**config.mk**
```make
export PLATFORM = sky130hd
export DESIGN_NAME = mi4_divider
export DESIGN_NICKNAME = d
export VERILOG_FILES = /design/src/design/assert_macros.svh /design/src/design/mi4_pkg.sv /design/src/design/mi4_divider.sv
export SDC_FILE = /design/constraint.sdc
export NUM_CORES = 2
export LEC_CHECK = 0
export BUFFER_PORTS_ARGS = -buffer_cell sky130_fd_sc_hd__buf_4
export CORE_MARGIN = 2
export CORE_UTILIZATION = 35
export CTS_CLUSTER_DIAMETER = 150
export DETAILED_ROUTE_END_ITERATION = 12
export HOLD_SLACK_MARGIN = 0.12
export MAX_ROUTING_LAYER = met4
export PLACE_DENSITY_LB_ADDON = 0.12
export SKIP_LAST_GASP = 1
export SLEW_MARGIN = 10
export SYNTH_ARGS = -nofsm -noshare
export SYNTH_HDL_FRONTEND = slang
export SYNTH_SLANG_ARGS = --single-unit
```
**constraint.sdc**
```tcl
create_clock -name i_clk -period 16 [get_ports i_clk]
set_clock_uncertainty 0.15 [all_clocks]
set_input_delay 4 -clock i_clk [delete_from_list [all_inputs] [get_ports i_clk]]
set_output_delay 4 -clock i_clk [all_outputs]
set_load 0.01 [all_outputs]
```
**src/design/assert_macros.svh**
```systemverilog
// Assertion macros used by the matrix inverse design.
`ifndef ASSERT_MACROS_SVH
`define ASSERT_MACROS_SVH

// Same-cycle implication, off while reset is held.
`define MI4_ASSERT(lbl, clk, rst_n, ante, cons, msg) \
    lbl: assert property (@(posedge clk) disable iff (!rst_n) (ante) |-> (cons)) \
        else $error(msg);

// Next-cycle implication, off while reset is held.
`define MI4_ASSERT_NEXT(lbl, clk, rst_n, ante, cons, msg) \
    lbl: assert property (@(posedge clk) disable iff (!rst_n) (ante) |=> (cons)) \
        else $error(msg);

`endif

```
**src/design/mi4_pkg.sv**
```systemverilog
// Types, tables and helpers of the 4x4 matrix inverse.
package mi4_pkg;

    typedef enum logic [3:0] {
        ST_IDLE,
        ST_CF_FETCH,
        ST_CF_LOAD,
        ST_MUL,
        ST_ACC,
        ST_PASS,
        ST_ADD,
        ST_DT_FETCH,
        ST_DT_LOAD,
        ST_DT_FIN,
        ST_OUT_FETCH,
        ST_DV_START,
        ST_DV_WAIT,
        ST_EMIT
    } t_state;

    typedef enum logic [1:0] {
        DV_IDLE,
        DV_CHK,
        DV_STEP,
        DV_RND
    } t_dv_state;

    typedef struct packed {
        logic done;
        logic sat;
    } t_div_stat;

    localparam logic [3:0] LAST_CELL = 4'd15;
    localparam logic [3:0] LAST_DET  = 4'd3;
    localparam logic [2:0] LAST_TERM = 3'd5;
    localparam logic [2:0] NEG_TERM  = 3'd3;
    localparam logic [1:0] LAST_FAC  = 2'd2;
    localparam logic [3:0] RUN_INDEX = 4'd15;

    // Minor column picked for each row of each of the six 3x3 terms.
    localparam logic [1:0] OPND_COL [6][3] = '{
        '{2'd0, 2'd1, 2'd2},
        '{2'd1, 2'd2, 2'd0},
        '{2'd2, 2'd0, 2'd1},
        '{2'd2, 2'd1, 2'd0},
        '{2'd1, 2'd0, 2'd2},
        '{2'd0, 2'd2, 2'd1}
    };

    // Row-major index of factor fac of term term in the minor of entry ent.
    function automatic logic [3:0] cof_opnd(input logic [3:0] ent,
                                            input logic [2:0] term,
                                            input logic [1:0] fac);
        logic [1:0] pc;
        logic [1:0] row;
        logic [1:0] col;
        pc  = OPND_COL[term][fac];
        row = (fac < ent[3:2]) ? fac : fac + 2'd1;
        col = (pc < ent[1:0]) ? pc : pc + 2'd1;
        return {row, col};
    endfunction

endpackage

```
**src/design/mi4_divider.sv**
```systemverilog
// Bit-serial rounded, saturating divide of a cofactor by the determinant.
module mi4_divider
    import mi4_pkg::*;
#(
    parameter int ELEM_WIDTH = 32,
    parameter int FRAC_BITS  = 16
) (
    input  logic                      i_clk,
    input  logic                      i_rst_n,
    input  logic                      i_start,
    input  logic [3*ELEM_WIDTH+2:0]   i_num,
    input  logic [4*ELEM_WIDTH+4:0]   i_den,
    input  logic                      i_den_neg,
    output t_div_stat                 o_stat,
    output logic [ELEM_WIDTH-1:0]     o_value
);
    localparam int W  = ELEM_WIDTH;
    localparam int CW = 3 * W + 3;
    localparam int DW = 4 * W + 5;
    localparam int NW = CW + 2 * FRAC_BITS;
    localparam int RW = (NW > DW + W) ? NW : DW + W;
    localparam int BW = $clog2(W);

    t_dv_state       r_state, n_state;
    logic [RW-1:0]   r_rem, n_rem;
    logic [RW-1:0]   r_dsh, n_dsh;
    logic [W-1:0]    r_q, n_q;
    logic [BW-1:0]   r_bit, n_bit;
    logic            r_neg, n_neg;
    logic            r_ovf, n_ovf;

    logic [CW-1:0]   nmag;
    logic            ge;
    logic            rnd;
    logic [W:0]      qr;
    logic [W:0]      lim;
    logic [W:0]      mag;
    logic            sat;

    always_comb begin
        nmag = i_num[CW-1] ? CW'(-i_num) : i_num;
        ge   = (r_rem >= r_dsh);
        rnd  = ({r_rem, 1'b0} >= (RW+1)'(i_den));
        qr   = (W+1)'(r_q) + (W+1)'(rnd);
        lim  = ((W+1)'(1) << (W - 1)) - (W+1)'(!r_neg);
        sat  = r_ovf || (qr > lim);
        mag  = sat ? lim : qr;
        o_value = r_neg ? W'(-mag) : W'(mag);

        n_state = r_state;
        n_rem   = r_rem;
        n_dsh   = r_dsh;
        n_q     = r_q;
        n_bit   = r_bit;
        n_neg   = r_neg;
        n_ovf   = r_ovf;
        o_stat  = '{done: 1'b0, sat: sat};
        case (r_state)
            DV_IDLE: begin
                if (i_start) begin
                    n_rem   = RW'(nmag) << (2 * FRAC_BITS);
                    n_dsh   = RW'(i_den) << W;
                    n_neg   = i_num[CW-1] ^ i_den_neg;
                    n_state = DV_CHK;
                end
            end
            DV_CHK: begin
                // quotient of 2^W or more always clips
                n_ovf   = ge;
                n_dsh   = r_dsh >> 1;
                n_q     = '0;
                n_bit   = BW'(W - 1);
                n_state = DV_STEP;
            end
            DV_STEP: begin
                if (ge) begin
                    n_rem = r_rem - r_dsh;
                end
                n_q   = {r_q[W-2:0], ge};
                n_dsh = r_dsh >> 1;
                n_bit = r_bit - 1'b1;
                if (r_bit == '0) begin
                    n_state = DV_RND;
                end
            end
            DV_RND: begin
                o_stat.done = 1'b1;
                n_state     = DV_IDLE;
            end
            default: begin
                n_state = DV_IDLE;
            end
        endcase
    end

    always_ff @(posedge i_clk) begin
        if (!i_rst_n) begin
            r_state <= DV_IDLE;
        end else begin
            r_state <= n_state;
        end
    end

    always_ff @(posedge i_clk) begin
        r_rem <= n_rem;
        r_dsh <= n_dsh;
        r_q   <= n_q;
        r_bit <= n_bit;
        r_neg <= n_neg;
        r_ovf <= n_ovf;
    end

endmodule

```
==> results.toml <==
[floorplanning]
die_h_um = 318.5
fp.dieW_um = 318.5
core_mm2 = 0.09828
dieArea_mm2 = 0.1014
rows = 115
ioPinCount = 270
start_util = 0.3523

[worst_setup_path]
critPathSlowestCell = "a211oi_1"
critPathMaxFanout = 6
crit_path_end_kind = "output pin"
crit_arrival_ns = 11.49
crit_type = "in2out"
cpPeakStageDelay_ns = 0.77
cp.required_ns = 11.85
crit_path_frequent_cell = "ha_1"
startpoint_type = "primary input"
r2r_cells = 13

[sta]
fin_crit_sh = 0.9776
slew_violations = 0
finalWorstSetupSlack_ns = 0.3591
fmax_mhz = 63.94
slew_headroom = 0.2142
worstMarginPinSlew_ns = 1.179
finalSetupViolations = 0
rsz0062_at_grt = "no"
finalHoldViolations = 0
finalCriticalPeriod_ns = 15.64

[placement]
gp_congestion = 0.9820
hpwl_um = 108700
numPortBuffers = 269
dp_slack_ns = -0.3714

[logic_synthesis]
synth_ff_type = "edfxtp_1"
ys_ff_latch = 371
yosysWarnings = 0
synth_cells = 4248
synth_cell_type_count = 94
ys_seq_area_frac = 0.3212
synth_fp_nets = 4824
avgSynthCellArea_um2 = 8.149
synth_edf_count = 369
synthesis.area_mm2 = 0.03462
async_reset_ff_frac = 0

[grt]
overflow = 0
grt_use_total = 0.2648
antenna_found_initial = 4
grt_pass1_vias = 31050
grt_max_degree = 231
grt_pass1_wl_um = 199000

[route]
drc = 0
wirelength_um = 134700
via_per_inst = 5.622
drt_iter0_drc = 3142
ant_nets = 0
wire_per_inst_um = 23.40
dr_total_vias = 32350
first_pass_iters = 6

[cts]
htreeDepth = 2
cts_buffers = 48
clock-sinks = 371
cts_tree = "yes"
cts_root_buf = "clkbuf_16"
postCtsSetupBuffers = 0
cts_buffer_depth = 3
clk_latency_ns = 0.65
path_clk_slew_ns = 0.06

[run_status]
status = "completed"

[job]
drv_cap = 0

[hold_path]
whs_path_depth = 2
hold_class = "reg2reg"

[cells_and_area]
areaGrowthSynthToFinish_pct = 14.73
drive_gt1_frac = 0.1041
finalNetCount = 5003
cell type report:
type | instances | area, um^2
Timing Repair Buffer | 324 | 2457
Multi-Input combinational cell | 3283 | 21340
Fill cell | 10250 | 58560
Antenna cell | 3 | 7.507
Sequential cell | 371 | 11120
Clock inverter | 34 | 461.7
Clock buffer | 54 | 1224
Inverter | 399 | 1500
Tap cell | 1287 | 1610
cell families after synthesis:
family          count (synthesis)  share of synthesized area
compound gates               1242                     0.2154
mux                            34                    0.01001
buf+inv                       594                    0.06491
simple gates                 1390                     0.1952
flops                         371                     0.3212
xor+xnor                      277                    0.07008
fa+ha+maj                     340                     0.1231
metal layers:
| metal | vias up | part of all wire | track usage |
|---|---|---|---|
| li1 | 15670 | - | - |
| met1 | 15590 | 0.47 | 0.3664 |
| met2 | 943 | 0.45 | 0.4156 |
| met3 | 154 | 0.052 | 0.02627 |
| met4 | 0 | 0.025 | 0.06488 |
| met5 | - | 0 | - |
cell usage in the layout (no fill, tap or decap), types with 9 or more instances in the layout:
cell type / n
nor2b_1: 24
o211ai_1: 18
nand3_1: 72
ha_1: 337
nand2_1: 461
nor4_1: 32
nand4_1: 144
o41ai_1: 16
o31ai_1: 45
o21ai_1: 35
a41oi_1: 9
o21ai_0: 358
bufinv_16: 10
or2_2: 18
and2_1: 83
a21o_1: 113
nor3_1: 75
o21a_1: 29
or4_1: 10
and4_1: 10
o21bai_1: 58
or3_1: 41
a31oi_1: 25
buf_4: 322
clkbuf_16: 48
nor2_1: 320
inv_1: 397
edfxtp_1: 369
nand2b_1: 33
a211oi_1: 23
and3_1: 22
a221oi_1: 11
xnor2_1: 193
a21oi_1: 418
xor2_1: 84
mux2i_1: 29
repair_timing:
action / CTS / global route
setup endpoints to repair: 15 / 14
resized for setup: 2 / 4
hold endpoints to repair: 0 / 0
hold buffers: 0 / 0
path summary, 6_finish.rpt:
kind         startpoint     endpoint  slack, ns
max           i_den[67]  o_value[28]       0.36
min          r_dsh[131]   r_dsh[130]       0.39
max reg2reg   r_rem[33]    r_rem[53]       9.99
min reg2reg  r_dsh[131]   r_dsh[130]       0.39
flip-flops by register name (all words and copies together) (netlist names):
name and cells:
r_rem 165, r_state 2, r_ovf 1, r_bit 5, r_q 32, r_dsh 165
r_neg 1
worst max-delay path: cells and delay by family:
kind | cells | cell delay (ns)
adder cells (fa/ha/maj) | 5 | 1.42
AO/OA/AOI/OAI | 16 | 3.66
XOR/XNOR | 2 | 0.53
AND/OR/NAND/NOR | 4 | 1.36
buffers and inverters | 5 | 0.49
cells in the mapped netlist (18+ instances only):
library cell	count	area [um^2]
o21a_1	29	217.7
and2_1	83	519.3
nor3_1	77	385.4
or2_2	18	112.6
nor2_1	320	1201
a211oi_1	24	180.2
a21o_1	113	848.3
o31ai_1	45	337.8
xnor2_1	193	1690
mux2i_1	29	290.3
nand4_1	144	900.9
edfxtp_1	369	11080
nor2b_1	24	150.1
or3_1	41	256.5
a21oi_1	418	2092
o21ai_0	359	1797
clkbuf_1	180	675.7
inv_1	397	1490
xor2_1	84	735.7
nor4_1	32	200.2
nand2b_1	33	206.5
o21bai_1	58	435.4
o21ai_1	35	175.2
and3_1	22	137.6
o211ai_1	18	135.1
nand2_1	461	1730
nand3_1	72	360.4
a31oi_1	25	156.4
ha_1	339	4242
per-stage QoR:
step / util / setup TNS (ns) / instance area (um^2) / hold slack [ns] / instances
after CTS: 0.4039 / 0 / 39690 / 0.3822 / 5752
final: 0.4042 / 0 / 39720 / 0.3863 / 5755
after detailed placement: 0.3867 / -2.261 / 38000 / 0.3899 / 5664
after floorplan: - / 0 / 34620 / 0.3751 / 4248
after global placement: 0.3867 / -1.131 / 38000 / 0.3827 / 5664
after global routing: 0.4041 / 0 / 39720 / 0.4119 / 5754
Power is not shown: default switching activity piles up to over one toggle a cycle in this logic, so the estimate is an artifact.
